[config.mk]
export PLATFORM = sky130hd
export DESIGN_NAME = multi_pattern_escape_replacer_core
export DESIGN_NICKNAME = d
export VERILOG_FILES = /design/src/rtl/mper_pkg.sv /design/src/rtl/mper_ctrl.sv /design/src/rtl/mper_dp.sv /design/src/rtl/multi_pattern_escape_replacer_core.sv
export SDC_FILE = /design/constraint.sdc
export NUM_CORES = 1
export LEC_CHECK = 0
export ABC_AREA = 1
export BUFFER_PORTS_ARGS = -buffer_cell sky130_fd_sc_hd__buf_2
export CAP_MARGIN = 10
export CORE_ASPECT_RATIO = 1.4
export CORE_UTILIZATION = 31
export CTS_CLUSTER_DIAMETER = 80
export CTS_CLUSTER_SIZE = 10
export DETAILED_ROUTE_END_ITERATION = 8
export GPL_TIMING_DRIVEN = 0
export SYNTH_ARGS = -nofsm -noshare
export SYNTH_HDL_FRONTEND = slang
export SYNTH_SLANG_ARGS = --single-unit
[constraint.sdc]
create_clock -name clk -period 5.9 [get_ports clk]
set_clock_uncertainty 0.05 [all_clocks]
set_input_delay 0.59 -clock clk [delete_from_list [all_inputs] [get_ports clk]]
set_output_delay 0.59 -clock clk [all_outputs]
set_load 0.1 [all_outputs]
[src/rtl/mper_pkg.sv]
package mper_pkg;

  // Fixed register layout of the rule table
  localparam int BYTE_W     = 8;
  localparam int REG_W      = 59;
  localparam int NUM_RULES  = 4;
  localparam int LEN_W      = 3;
  localparam int LEN_LSB    = 56;
  localparam int CFG_ADDR_W = 3;

  typedef enum logic {
    ST_IDLE,
    ST_RUN
  } state_t;

  // Commands from controller to datapath
  typedef struct packed {
    logic load;   // append the accepted byte to the window
    logic step;   // advance one position or one replacement byte
    logic done;   // all results of the current item are decided
  } cmd_t;

  // Status from datapath to controller
  typedef struct packed {
    logic can_step;     // output staging has room, or no byte is due
    logic last_piece;   // this step finishes the head position
    logic empty_after;  // window is empty once the head is dropped
    logic fill_now;     // one more byte fills the window
  } stat_t;

  // Clamp a length field to a cap
  function automatic logic [LEN_W-1:0] clamp_len(input logic [LEN_W-1:0] raw,
                                                 input logic [LEN_W-1:0] cap);
    return (raw > cap) ? cap : raw;
  endfunction

endpackage

[src/rtl/mper_ctrl.sv]
module mper_ctrl (
  input  logic           clk,
  input  logic           rst,
  input  logic           s_tvalid,
  output logic           s_tready,
  input  logic           s_tlast,
  input  mper_pkg::stat_t stat,
  output mper_pkg::cmd_t  cmd
);
  import mper_pkg::*;

  state_t state, state_next;
  logic   flush;

  // State register and chunk-end flag of the item in work
  always_ff @(posedge clk) begin
    if (rst) begin
      state <= ST_IDLE;
      flush <= 1'b0;
    end else begin
      state <= state_next;
      if (s_tvalid && s_tready) flush <= s_tlast;
    end
  end

  // Next state and commands
  always_comb begin
    state_next = state;
    cmd        = '0;
    s_tready   = 1'b0;
    case (state)
      ST_IDLE: begin
        s_tready = 1'b1;
        if (s_tvalid) begin
          cmd.load = 1'b1;
          if (s_tlast || stat.fill_now) begin
            state_next = ST_RUN;
          end else begin
            cmd.done = 1'b1;
          end
        end
      end
      ST_RUN: begin
        if (stat.can_step) begin
          cmd.step = 1'b1;
          // a chunk end drains the window, otherwise one position is decided
          if (stat.last_piece && (!flush || stat.empty_after)) begin
            cmd.done   = 1'b1;
            state_next = ST_IDLE;
          end
        end
      end
      default: state_next = ST_IDLE;
    endcase
  end

endmodule

[src/rtl/mper_dp.sv]
module mper_dp #(
  parameter int MAX_RULES             = 4,
  parameter int MAX_PATTERN_BYTES     = 7,
  parameter int MAX_REPLACEMENT_BYTES = 7
) (
  input  logic                            clk,
  input  logic                            rst,
  input  logic                            cfg_we,
  input  logic [mper_pkg::CFG_ADDR_W-1:0] cfg_addr,
  input  logic [mper_pkg::REG_W-1:0]      cfg_data,
  input  logic [mper_pkg::BYTE_W-1:0]     in_byte,
  input  mper_pkg::cmd_t                  cmd,
  output mper_pkg::stat_t                 stat,
  output logic                            m_tvalid,
  input  logic                            m_tready,
  output logic [mper_pkg::BYTE_W-1:0]     m_tdata,
  output logic                            m_tlast
);
  import mper_pkg::*;

  localparam int CNT_W = $clog2(MAX_PATTERN_BYTES + 1);
  localparam int CMP_W = (CNT_W > LEN_W) ? CNT_W : LEN_W;

  logic [BYTE_W-1:0] win [MAX_PATTERN_BYTES];
  logic [CNT_W-1:0]  count;
  logic [REG_W-1:0]  pat [NUM_RULES];
  logic [REG_W-1:0]  rep [NUM_RULES];
  logic [LEN_W-1:0]  k;

  logic              pend_valid;
  logic              pend_final;
  logic [BYTE_W-1:0] pend_byte;

  logic              hit;
  logic [LEN_W-1:0]  hit_plen;
  logic [REG_W-1:0]  hit_rep;
  logic [LEN_W-1:0]  rlen;
  logic              need_emit;
  logic              emit_now;
  logic              emit_ok;
  logic              out_free;
  logic              move;
  logic              last_piece;
  logic [LEN_W-1:0]  consumed;
  logic [CNT_W-1:0]  cnt_after;
  logic [BYTE_W-1:0] emit_byte;

  // Rule table write port
  always_ff @(posedge clk) begin
    if (rst) begin
      for (int r = 0; r < NUM_RULES; r++) begin
        pat[r] <= '0;
        rep[r] <= '0;
      end
    end else if (cfg_we) begin
      if (cfg_addr[0]) rep[cfg_addr[CFG_ADDR_W-1:1]] <= cfg_data;
      else             pat[cfg_addr[CFG_ADDR_W-1:1]] <= cfg_data;
    end
  end

  // First rule in table order that fits and matches at the window head
  always_comb begin
    logic [LEN_W-1:0] plen_r;
    logic             live;
    logic             eq;
    hit      = 1'b0;
    hit_plen = '0;
    hit_rep  = '0;
    live     = 1'b1;
    for (int r = 0; r < MAX_RULES; r++) begin
      plen_r = clamp_len(pat[r][LEN_LSB +: LEN_W], LEN_W'(MAX_PATTERN_BYTES));
      if (plen_r == '0) live = 1'b0;
      eq = live && (CMP_W'(plen_r) <= CMP_W'(count));
      for (int b = 0; b < MAX_PATTERN_BYTES; b++) begin
        if ((LEN_W'(b) < plen_r) && (win[b] != pat[r][BYTE_W*b +: BYTE_W])) eq = 1'b0;
      end
      if (eq && !hit) begin
        hit      = 1'b1;
        hit_plen = plen_r;
        hit_rep  = rep[r];
      end
    end
  end

  // Byte due at this step and amount to drop from the window
  assign rlen       = clamp_len(hit_rep[LEN_LSB +: LEN_W], LEN_W'(MAX_REPLACEMENT_BYTES));
  assign need_emit  = !hit || (rlen != '0);
  assign emit_byte  = hit ? hit_rep[{k, 3'b000} +: BYTE_W] : win[0];
  assign last_piece = !hit || (rlen == '0) || (k == rlen - 1'b1);
  assign consumed   = hit ? hit_plen : LEN_W'(1);
  assign cnt_after  = count - CNT_W'(consumed);

  // Output staging: a byte waits in pend until the next byte or the item end
  assign out_free = !m_tvalid || m_tready;
  assign emit_ok  = !pend_valid || out_free;
  assign emit_now = cmd.step && need_emit;
  assign move     = pend_valid && out_free && (pend_final || emit_now);

  assign stat.can_step    = !need_emit || emit_ok;
  assign stat.last_piece  = last_piece;
  assign stat.empty_after = (cnt_after == '0);
  assign stat.fill_now    = (count == CNT_W'(MAX_PATTERN_BYTES - 1));

  // Window: append on load, drop the decided head on the last piece
  always_ff @(posedge clk) begin
    if (cmd.load) begin
      for (int i = 0; i < MAX_PATTERN_BYTES; i++) begin
        if (count == CNT_W'(i)) win[i] <= in_byte;
      end
    end else if (cmd.step && last_piece) begin
      for (int i = 0; i < MAX_PATTERN_BYTES; i++) begin
        for (int s = 1; s < MAX_PATTERN_BYTES - i; s++) begin
          if (consumed == LEN_W'(s)) win[i] <= win[i+s];
        end
      end
    end
  end

  // Fill count and replacement byte counter
  always_ff @(posedge clk) begin
    if (rst) begin
      count <= '0;
      k     <= '0;
    end else begin
      if (cmd.load) count <= count + 1'b1;
      else if (cmd.step && last_piece) count <= cnt_after;
      if (cmd.step) k <= last_piece ? '0 : k + 1'b1;
    end
  end

  // Pending byte
  always_ff @(posedge clk) begin
    if (rst) begin
      pend_valid <= 1'b0;
      pend_final <= 1'b0;
    end else if (emit_now) begin
      pend_valid <= 1'b1;
      pend_final <= cmd.done;
    end else begin
      if (move) pend_valid <= 1'b0;
      if (cmd.done) pend_final <= 1'b1;
    end
  end

  always_ff @(posedge clk) begin
    if (emit_now) pend_byte <= emit_byte;
  end

  // Output register
  always_ff @(posedge clk) begin
    if (rst) begin
      m_tvalid <= 1'b0;
    end else if (move) begin
      m_tvalid <= 1'b1;
    end else if (m_tready) begin
      m_tvalid <= 1'b0;
    end
  end

  always_ff @(posedge clk) begin
    if (move) begin
      m_tdata <= pend_byte;
      m_tlast <= pend_final;
    end
  end

endmodule

[src/rtl/multi_pattern_escape_replacer_core.sv]
// Escaping byte stream filter with a four-rule search and replace table.
// Input stream: s_tdata carries one raw byte, s_tlast marks the last byte of a
// chunk; an item is taken when s_tvalid and s_tready are high at a clock edge.
// Output stream: m_tdata carries one escaped byte, m_tlast marks the final
// byte caused by one input item.
// Rules are loaded through cfg_we/cfg_addr/cfg_data (even address: pattern,
// odd address: replacement of rule addr/2) while the stream is idle.
// Bytes are held in a lookahead window of MAX_PATTERN_BYTES entries; a
// position is decided when the window fills, and at a chunk end the window is
// drained. An item is accepted in the idle state; each decided position then
// takes one step per replacement byte (one for a pass-through byte, one for an
// empty replacement), as the datapath emits a single output byte per cycle
// while the output is not stalled. The next item is taken once the previous
// one is decided. The final byte of an item passes through the staging byte
// and then the output register after its decision.
// Reset clears the rule table, empties the window and drops pending output.
// When the receiver stalls, the output register and one staging byte hold
// and the controller waits, backing up into s_tready.
module multi_pattern_escape_replacer_core #(
  parameter int MAX_RULES             = 4,
  parameter int MAX_PATTERN_BYTES     = 7,
  parameter int MAX_REPLACEMENT_BYTES = 7
) (
  input  logic                            clk,
  input  logic                            rst,
  input  logic                            cfg_we,
  input  logic [mper_pkg::CFG_ADDR_W-1:0] cfg_addr,
  input  logic [mper_pkg::REG_W-1:0]      cfg_data,
  input  logic                            s_tvalid,
  output logic                            s_tready,
  input  logic [7:0]                      s_tdata,   // [7:0] data_byte
  input  logic                            s_tlast,   // chunk_end
  output logic                            m_tvalid,
  input  logic                            m_tready,
  output logic [7:0]                      m_tdata,   // [7:0] out_byte
  output logic                            m_tlast    // last_of_run
);
  import mper_pkg::*;

  cmd_t  cmd;
  stat_t stat;

  mper_ctrl u_ctrl (
    .clk      (clk),
    .rst      (rst),
    .s_tvalid (s_tvalid),
    .s_tready (s_tready),
    .s_tlast  (s_tlast),
    .stat     (stat),
    .cmd      (cmd)
  );

  mper_dp #(
    .MAX_RULES             (MAX_RULES),
    .MAX_PATTERN_BYTES     (MAX_PATTERN_BYTES),
    .MAX_REPLACEMENT_BYTES (MAX_REPLACEMENT_BYTES)
  ) u_dp (
    .clk      (clk),
    .rst      (rst),
    .cfg_we   (cfg_we),
    .cfg_addr (cfg_addr),
    .cfg_data (cfg_data),
    .in_byte  (s_tdata),
    .cmd      (cmd),
    .stat     (stat),
    .m_tvalid (m_tvalid),
    .m_tready (m_tready),
    .m_tdata  (m_tdata),
    .m_tlast  (m_tlast)
  );

endmodule

==> impl_metrics.prom, run 1 <==
# TYPE chip_impl_metric gauge
chip_impl_metric{name="tritoncts.num_buffers",unit=""} 61
chip_impl_info{name="ctsRootBufferMaster",value="sky130_fd_sc_hd__clkbuf_16"} 1
chip_impl_metric{name="power_density",unit="nW/um2"} 291
chip_impl_info{name="critical_path_launch_point_type",value="flop"} 1
chip_impl_metric{name="placementRows",unit=""} 130
chip_impl_metric{name="drt_first_pass_iters",unit=""} 6
chip_impl_metric{name="global_route_wire_length_before_repair",unit="mm"} 144
chip_impl_metric{name="worstHoldPathCells",unit=""} 4
chip_impl_info{name="worst_r2r_startpoint",value="u_dp.win[2][7]$_DFFE_PP_"} 1
chip_impl_metric{name="leakagePower",unit="nW"} 12.9
chip_impl_metric{name="yosysWarningCount",unit=""} 0
chip_impl_metric{name="routed_wl",unit="mm"} 99.5
chip_impl_metric{name="grt_antenna_before_repair",unit=""} 1
chip_impl_info{name="crit_path_top_delay_cell",value="sky130_fd_sc_hd__edfxtp_1"} 1
chip_impl_metric{name="final-hold-violation-count",unit=""} 0
chip_impl_metric{name="nNetsFinal",unit=""} 3297
chip_impl_metric{name="hold_buffers",unit=""} 0
chip_impl_metric{name="sequential_fraction_of_the_synthesis_area",unit="%"} 59.1
chip_impl_metric{name="synthCells",unit=""} 3032
chip_impl_metric{name="grt_max_degree",unit=""} 60
chip_impl_info{name="timing.hold.worst.class",value="input port to flop"} 1
chip_impl_metric{name="starting_density",unit="%"} 31.3
chip_impl_metric{name="final_cell_utilization_of_the_core",unit="%"} 35.8
chip_impl_metric{name="total_via_count_after_detailed_routing",unit=""} 22100
chip_impl_metric{name="clk_pin_slew_worst_paths",unit="ns"} 0.06
chip_impl_metric{name="synth_area",unit="um2"} 28100
chip_impl_metric{name="num-fill-cells",unit=""} 9156
chip_impl_metric{name="r2r_setup_slack",unit="ns"} 0.28
chip_impl_metric{name="synthesis.area_per_instance",unit="um2"} 9.26
chip_impl_metric{name="antenna_cells_inserted",unit=""} 0
chip_impl_metric{name="p_total",unit="mW"} 9.36
chip_impl_metric{name="min_period",unit="ns"} 5.62
chip_impl_info{name="tritoncts",value="yes"} 1
chip_impl_metric{name="synth-edff-count",unit=""} 545
chip_impl_metric{name="crit_arrival",unit="ns"} 5.88
chip_impl_metric{name="fmax",unit="GHz"} 0.178
chip_impl_metric{name="core_box_area",unit="um2"} 89800
chip_impl_info{name="netlist.top_cell.by_area",value="sky130_fd_sc_hd__edfxtp_1"} 1
chip_impl_metric{name="critical-path-max-stage-delay",unit="ns"} 0.53
chip_impl_metric{name="synth_top_area_share",unit="%"} 58.3
chip_impl_info{name="critical_path.top_delay_family",value="simple AND/OR/NAND/NOR gates"} 1
chip_impl_info{name="timing.hold.worst_endpoint",value="u_dp.m_tvalid$_SDFFE_PP0P_"} 1
chip_impl_info{name="postSynth.topFlopCell",value="sky130_fd_sc_hd__edfxtp_1"} 1
chip_impl_metric{name="required",unit="ns"} 6.16
chip_impl_metric{name="floorplan.die.height",unit="um"} 358
chip_impl_info{name="yosysMostFrequentCell",value="sky130_fd_sc_hd__nand2_1"} 1
chip_impl_info{name="beginning_of_the_worst_hold_path",value="m_tready"} 1
chip_impl_metric{name="slew_headroom",unit="%"} 16.7
chip_impl_info{name="synth_area_leaders",value="sky130_fd_sc_hd__edfxtp_1 58%, sky130_fd_sc_hd__nand2_1 10%, sky130_fd_sc_hd__nor2_1 8.9%"} 1
chip_impl_metric{name="die_area",unit="um2"} 91800
chip_impl_metric{name="fin_crit_sh",unit="%"} 95.2
chip_impl_metric{name="peakVddDrop",unit="V"} 0.000238
chip_impl_metric{name="number_of_design_rule_violations_left_after_detail_routing",unit=""} 0
chip_impl_metric{name="count_of_nets_left_with_antenna_violations_after_detail_routing",unit=""} 0
chip_impl_metric{name="detailed_route_iter0_violations",unit=""} 2058
chip_impl_metric{name="final_layout_size_suffix_gt1_share",unit="%"} 10.3
chip_impl_metric{name="cts.htree.levels",unit=""} 2
chip_impl_info{name="yosys-top-cells-count",value="746 x sky130_fd_sc_hd__nand2_1, 662 x sky130_fd_sc_hd__nor2_1, 545 x sky130_fd_sc_hd__edfxtp_1"} 1
chip_impl_metric{name="setup_viol",unit=""} 0
chip_impl_metric{name="area_delta_synth_final",unit="%"} 14.5
chip_impl_metric{name="actual_slew_at_the_worst_max_slew_pin",unit="ns"} 1.25
chip_impl_metric{name="max-cap-violations",unit=""} 0
chip_impl_metric{name="postSynthRegisterBits",unit=""} 556
chip_impl_metric{name="gp_congestion",unit=""} 1.01
chip_impl_metric{name="io_buffers",unit=""} 84
chip_impl_metric{name="grt_pass1_vias",unit=""} 21500
chip_impl_metric{name="grt_overflow",unit=""} 0
chip_impl_metric{name="synth-async-reset-ratio",unit="%"} 0
chip_impl_metric{name="dp.final_hpwl",unit="mm"} 73.4
chip_impl_metric{name="reg2reg_depth",unit=""} 32
chip_impl_metric{name="maxSlewViolCount",unit=""} 0
chip_impl_metric{name="clock_sink_count",unit=""} 556
chip_impl_metric{name="wl_per_cell",unit="um"} 22.5
chip_impl_metric{name="count_of_unique_library_cells_instantiated_by_yosys",unit=""} 63
chip_impl_metric{name="gr-usage-all-layers",unit="%"} 21.6
chip_impl_metric{name="timing.hold.ws",unit="ns"} 0.234
chip_impl_info{name="path_class",value="flop to flop"} 1
chip_impl_info{name="crit-reg2reg-capture",value="u_dp.win[3][7]$_DFFE_PP_"} 1
chip_impl_metric{name="dpl-instance-area",unit="um2"} 30300
chip_impl_metric{name="critPathBufInv",unit=""} 9
chip_impl_metric{name="post_drt_via_cell_ratio",unit=""} 5.00
chip_impl_metric{name="critical_path_fanout_max",unit=""} 10
chip_impl_metric{name="finalInstanceArea",unit="um2"} 32100
chip_impl_metric{name="die_w",unit="um"} 256
chip_impl_info{name="status",value="completed"} 1
chip_impl_info{name="worstSetupEndpointType",value="flop"} 1
chip_impl_metric{name="clkLatencyLatePin",unit="ns"} 0.66
chip_impl_metric{name="top_level_ports",unit=""} 87
chip_impl_metric{name="cts-root-to-sink-buffers",unit=""} 3
chip_impl_metric{name="postSynthNetCount",unit=""} 3130
chip_impl_metric{name="totalNegativeSetupSlack",unit="ns"} 0
[sequential cells by signal (all words and copies together), names as in the netlist]
register and cells:
u_ctrl.flush 1, u_ctrl.state 1, u_dp.count 3, u_dp.k 3
u_dp.m_tdata 8, u_dp.m_tlast 1, u_dp.m_tvalid 1, u_dp.pat 236
u_dp.pend_byte 8, u_dp.pend_final 1, u_dp.pend_valid 1, u_dp.rep 236
u_dp.win 56
[worst min-delay path, stage by stage]
cell and delay [ns]:
sky130_fd_sc_hd__buf_2 0.08, sky130_fd_sc_hd__nor2_1 0.03, sky130_fd_sc_hd__inv_1 0.09, sky130_fd_sc_hd__a21oi_1 0.07
[area by class of cell]
| class | count | area [um2] | share of cell area [%] |
|---|---|---|---|
| Buffer | 153 | 672 | 2.09 |
| Sequential cell | 556 | 16600 | 51.6 |
| Timing Repair Buffer | 105 | 736 | 2.29 |
| Tap cell | 1188 | 1490 | 4.62 |
| Clock inverter | 2 | 38.8 | 0.121 |
| Inverter | 267 | 1010 | 3.15 |
| Clock buffer | 88 | 1670 | 5.20 |
| Multi-Input combinational cell | 2055 | 9940 | 30.9 |
[layout by cell type, fill, tap and decap left out, drive strengths merged, types with 11 or more instances in the layout]
cell type | Yosys | routed
buf | 56 | 162
xor2 | 46 | 46
xnor2 | 87 | 87
nor2 | 674 | 674
nand3 | 80 | 80
a221oi | 28 | 28
edfxtp | 545 | 545
a22o | 15 | 15
nor3 | 11 | 11
dfxtp | 11 | 11
ha | 21 | 21
nand2 | 760 | 760
nand4 | 34 | 34
o21ai | 136 | 136
or2 | 23 | 23
o211ai | 12 | 12
clkbuf | 98 | 184
a21oi | 76 | 76
inv | 265 | 264
[metrics by stage]
stage	setup WS [ns]	instances
floorplan	0.255	3032
global placement	-2.84	4304
detailed placement	-0.954	4313
CTS	0.0516	4406
global route	-0.00230	4414
finish	0.284	4414
[timing repair]
| action | in CTS | in global routing |
|---|---|---|
| endpoints found under the setup margin | 113 | 98 |
| gates resized for setup | 13 | 15 |
| setup buffers | 4 | 7 |
[cells by family after synthesis]
kind of cell,count (synthesis),share of synthesized area [%]
flip-flops,556,59.1
XOR/XNOR,133,4.15
AO/OA/AOI/OAI,305,6.64
AND/OR/NAND/NOR,1595,23.2
adder cells (fa/ha/maj),22,1.01
buffers and inverters,421,5.95
[how the worst max path moves through the flow]
| stage | startpoint | end | slack, ns | depth (start not counted) |
|---|---|---|---|---|
| 6_report | u_dp.win[2][7]$_DFFE_PP_ | u_dp.win[3][7]$_DFFE_PP_ | 0.28 | 32 |
| 5_1_grt | u_dp.count[1]$_SDFFE_PP0P_ | u_dp.win[3][7]$_DFFE_PP_ | -0.002 | 33 |
| 4_1_cts | u_dp.win[3][6]$_DFFE_PP_ | u_dp.win[3][7]$_DFFE_PP_ | 0.05 | 34 |
| 3_5_place_dp | u_dp.win[4][1]$_DFFE_PP_ | u_dp.win[4][6]$_DFFE_PP_ | -0.95 | 33 |
| 2_1_floorplan | cfg_addr[1] | u_dp.pat[3][0]$_DFFE_PP_ | 0.26 | 3 |
| 3_3_place_gp | cfg_addr[1] | u_dp.rep[3][23]$_DFFE_PP_ | -2.84 | 3 |
[power breakdown]
part           total (mW)  switching, mW  leakage [nW]  internal, mW
combinational        1.07          0.752          6.78         0.314
clock                3.53           1.57         0.825          1.96
sequential           4.76          0.131          5.30          4.63
total                9.36           2.45          12.9          6.91
[routing by layer]
layer,track usage [%],up-vias,part of all wire (%)
met5,0,-,0
met4,17.0,0,8.5
met3,2.66,281,5.3
met2,38.6,891,51
met1,23.1,10600,36
li1,-,10300,-
Power figures use the tool's default switching activity.
==> run 2, diff against run 1 <==
--- a/config.mk
+++ b/config.mk
@@ -6,14 +6,15 @@
 export NUM_CORES = 1
 export LEC_CHECK = 0
 export ABC_AREA = 1
-export BUFFER_PORTS_ARGS = -buffer_cell sky130_fd_sc_hd__buf_2
 export CAP_MARGIN = 10
 export CORE_ASPECT_RATIO = 1.4
 export CORE_UTILIZATION = 31
 export CTS_CLUSTER_DIAMETER = 80
 export CTS_CLUSTER_SIZE = 10
 export DETAILED_ROUTE_END_ITERATION = 8
+export DONT_BUFFER_PORTS = 1
 export GPL_TIMING_DRIVEN = 0
 export SYNTH_ARGS = -nofsm -noshare
 export SYNTH_HDL_FRONTEND = slang
 export SYNTH_SLANG_ARGS = --single-unit
+export TNS_END_PERCENT = 100
==> run 2 against run 1 <==
Maximum frequency is 0.32% lower. Flip-flop and latch count stayed put. Count of clock-buffer cells in the layout stayed put. Via count is 1.6% lower.
==> impl_metrics.prom, run 2 (synthesis gave the netlist of run 1 again) <==
# TYPE chip_impl_metric gauge
chip_impl_metric{name="dpl_worst_slack",unit="ns"} -0.912
chip_impl_metric{name="post_drt_via_cell_ratio",unit=""} 5.01
chip_impl_metric{name="fmax",unit="GHz"} 0.178
chip_impl_metric{name="min_period",unit="ns"} 5.63
chip_impl_metric{name="clk_pin_slew_worst_paths",unit="ns"} 0.06
chip_impl_metric{name="slew_headroom",unit="%"} 17.9
chip_impl_metric{name="final-hold-violation-count",unit=""} 0
chip_impl_metric{name="wl_per_cell",unit="um"} 23.0
chip_impl_metric{name="power_density",unit="nW/um2"} 294
chip_impl_metric{name="clock_sink_count",unit=""} 556
chip_impl_metric{name="drt_first_pass_iters",unit=""} 6
chip_impl_metric{name="nNetsFinal",unit=""} 3214
chip_impl_metric{name="fin_crit_sh",unit="%"} 95.5
chip_impl_metric{name="floorplan.die.height",unit="um"} 358
chip_impl_metric{name="setup_viol",unit=""} 0
chip_impl_metric{name="required",unit="ns"} 6.23
chip_impl_metric{name="dpl-instance-area",unit="um2"} 29800
chip_impl_info{name="rsz_0062_raised_after_global_routing",value="no"} 1
chip_impl_metric{name="routed_wl",unit="mm"} 99.6
chip_impl_metric{name="die_w",unit="um"} 256
chip_impl_metric{name="final_layout_size_suffix_gt1_share",unit="%"} 7.86
chip_impl_info{name="critical_path_launch_point_type",value="flop"} 1
chip_impl_metric{name="final_cell_utilization_of_the_core",unit="%"} 35.3
chip_impl_metric{name="gr-usage-all-layers",unit="%"} 21.5
chip_impl_metric{name="max-cap-violations",unit=""} 0
chip_impl_metric{name="clkLatencyLatePin",unit="ns"} 0.66
chip_impl_metric{name="timing.hold.ws",unit="ns"} 0.0363
chip_impl_metric{name="cts-root-to-sink-buffers",unit=""} 3
chip_impl_metric{name="cts.htree.levels",unit=""} 2
chip_impl_metric{name="count_of_nets_left_with_antenna_violations_after_detail_routing",unit=""} 0
chip_impl_metric{name="hold_buffers",unit=""} 0
chip_impl_metric{name="grt_pass1_vias",unit=""} 21200
chip_impl_metric{name="global_route_wire_length_before_repair",unit="mm"} 143
chip_impl_metric{name="io_buffers",unit=""} 0
chip_impl_info{name="status",value="completed"} 1
chip_impl_metric{name="gp_congestion",unit=""} 0.983
chip_impl_metric{name="die_area",unit="um2"} 91800
chip_impl_metric{name="groute.layer.met1.usage",unit="%"} 23.0
chip_impl_info{name="crit_path_top_delay_cell",value="sky130_fd_sc_hd__edfxtp_1"} 1
chip_impl_info{name="critical_path.top_delay_family",value="simple AND/OR/NAND/NOR gates"} 1
chip_impl_info{name="reg_top3",value="u_dp.pat: 236 flops, u_dp.rep: 236 flops, u_dp.win: 56 flops"} 1
chip_impl_metric{name="top_level_ports",unit=""} 87
chip_impl_info{name="worstSetupEndpointType",value="flop"} 1
chip_impl_metric{name="total_via_count_after_detailed_routing",unit=""} 21700
chip_impl_info{name="tritoncts",value="yes"} 1
chip_impl_metric{name="finalInstanceArea",unit="um2"} 31700
chip_impl_metric{name="critPathBufInv",unit=""} 7
chip_impl_info{name="ctsRootBufferMaster",value="sky130_fd_sc_hd__clkbuf_16"} 1
chip_impl_metric{name="number_of_design_rule_violations_left_after_detail_routing",unit=""} 0
chip_impl_metric{name="grt_overflow",unit=""} 0
chip_impl_metric{name="area_delta_synth_final",unit="%"} 12.9
chip_impl_metric{name="r2r_setup_slack",unit="ns"} 0.27
chip_impl_metric{name="core_box_area",unit="um2"} 89800
chip_impl_metric{name="starting_density",unit="%"} 31.3
chip_impl_metric{name="grt_antenna_before_repair",unit=""} 1
chip_impl_metric{name="actual_slew_at_the_worst_max_slew_pin",unit="ns"} 1.22
chip_impl_metric{name="num-fill-cells",unit=""} 9237
chip_impl_info{name="timing.hold.worst.class",value="input port to flop"} 1
chip_impl_metric{name="grt.met3_usage",unit="%"} 2.79
chip_impl_info{name="layout_common_cells",value="739 x sky130_fd_sc_hd__nand2_1, 657 x sky130_fd_sc_hd__nor2_1, 545 x sky130_fd_sc_hd__edfxtp_1"} 1
chip_impl_metric{name="crit_arrival",unit="ns"} 5.96
chip_impl_metric{name="peakVddDrop",unit="V"} 0.000244
chip_impl_metric{name="maxSlewViolCount",unit=""} 0
chip_impl_metric{name="critical_path_fanout_max",unit=""} 10
chip_impl_metric{name="grt_use_met2",unit="%"} 38.7
chip_impl_metric{name="grt_max_degree",unit=""} 60
chip_impl_metric{name="tritoncts.num_buffers",unit=""} 61
chip_impl_metric{name="final.setup.worst_slack",unit="ns"} 0.266
chip_impl_info{name="path_class",value="flop to flop"} 1
chip_impl_metric{name="detailed_route_iter0_violations",unit=""} 1805
chip_impl_metric{name="leakagePower",unit="nW"} 12.6
chip_impl_info{name="cp_common_cell",value="sky130_fd_sc_hd__nand2_1"} 1
chip_impl_metric{name="critical-path-max-stage-delay",unit="ns"} 0.58
chip_impl_info{name="layout.cells.most_common",value="sky130_fd_sc_hd__nand2_1"} 1
chip_impl_metric{name="dp.final_hpwl",unit="mm"} 73.4
chip_impl_metric{name="placementRows",unit=""} 130
chip_impl_info{name="busiest_layer",value="met2"} 1
[run 2: worst reg2reg max path, delay by kind of cell (launching register included)]
kind / cells / cell delay (ns)
adder cells (fa/ha/maj): 1 / 0.20
buffers and inverters: 7 / 1.42
AO/OA/AOI/OAI: 4 / 0.72
AND/OR/NAND/NOR: 20 / 2.17
flip-flops: 1 / 0.58
XOR/XNOR: 1 / 0.20
[run 2: repair_timing]
item,CTS,global route
setup buffers,1,13
endpoints found under the setup margin,105,105
resized for setup,11,13
[run 2: through the flow]
step | TNS (ns) | cells | total power [mW]
4_1_cts | 0 | 4317 | 9.31
5_1_grt | 0 | 4332 | 9.58
3_3_place_gp | -385.39 | 4220 | 5.84
2_1_floorplan | 0 | 3032 | 5.46
3_5_place_dp | -44.16 | 4228 | 5.85
6_report | 0 | 4332 | 9.31
[run 2: cell type report]
| type | instances | area (um2) | area share (%) |
|---|---|---|---|
| clock buffer | 88 | 1670 | 5.27 |
| buffer | 152 | 671 | 2.12 |
| antenna | 1 | 2.50 | 0.00789 |
| clock inverter | 2 | 38.8 | 0.122 |
| multi-input combinational | 2055 | 9910 | 31.3 |
| tap | 1188 | 1490 | 4.69 |
| timing repair buffer | 23 | 315 | 0.995 |
| inverter | 267 | 1010 | 3.20 |
| sequential | 556 | 16600 | 52.3 |
[run 2: layer usage]
| layer | vias up | wire [um] |
|---|---|---|
| met1 | 10500 | 35300 |
| met5 | - | 0 |
| met2 | 863 | 50300 |
| li1 | 10100 | - |
| met3 | 284 | 5760 |
| met4 | 0 | 8210 |
[run 2: worst paths after layout]
check | from | end | cells past startpoint
max | u_dp.win[3][5]$_DFFE_PP_ | u_dp.win[1][0]$_DFFE_PP_ | 33
min | s_tlast | u_ctrl.flush$_SDFFE_PP0P_ | 2
max reg2reg | u_dp.win[3][5]$_DFFE_PP_ | u_dp.win[1][0]$_DFFE_PP_ | 33
min reg2reg | u_dp.pend_byte[7]$_DFFE_PP_ | u_dp.m_tdata[7]$_DFFE_PP_ | 0
[run 2: power breakdown]
part           switching, mW  leakage [nW]  internal, mW
clock                   1.55         0.825          1.96
sequential             0.148          5.30          4.63
combinational          0.725          6.44         0.294
total                   2.42          12.6          6.89
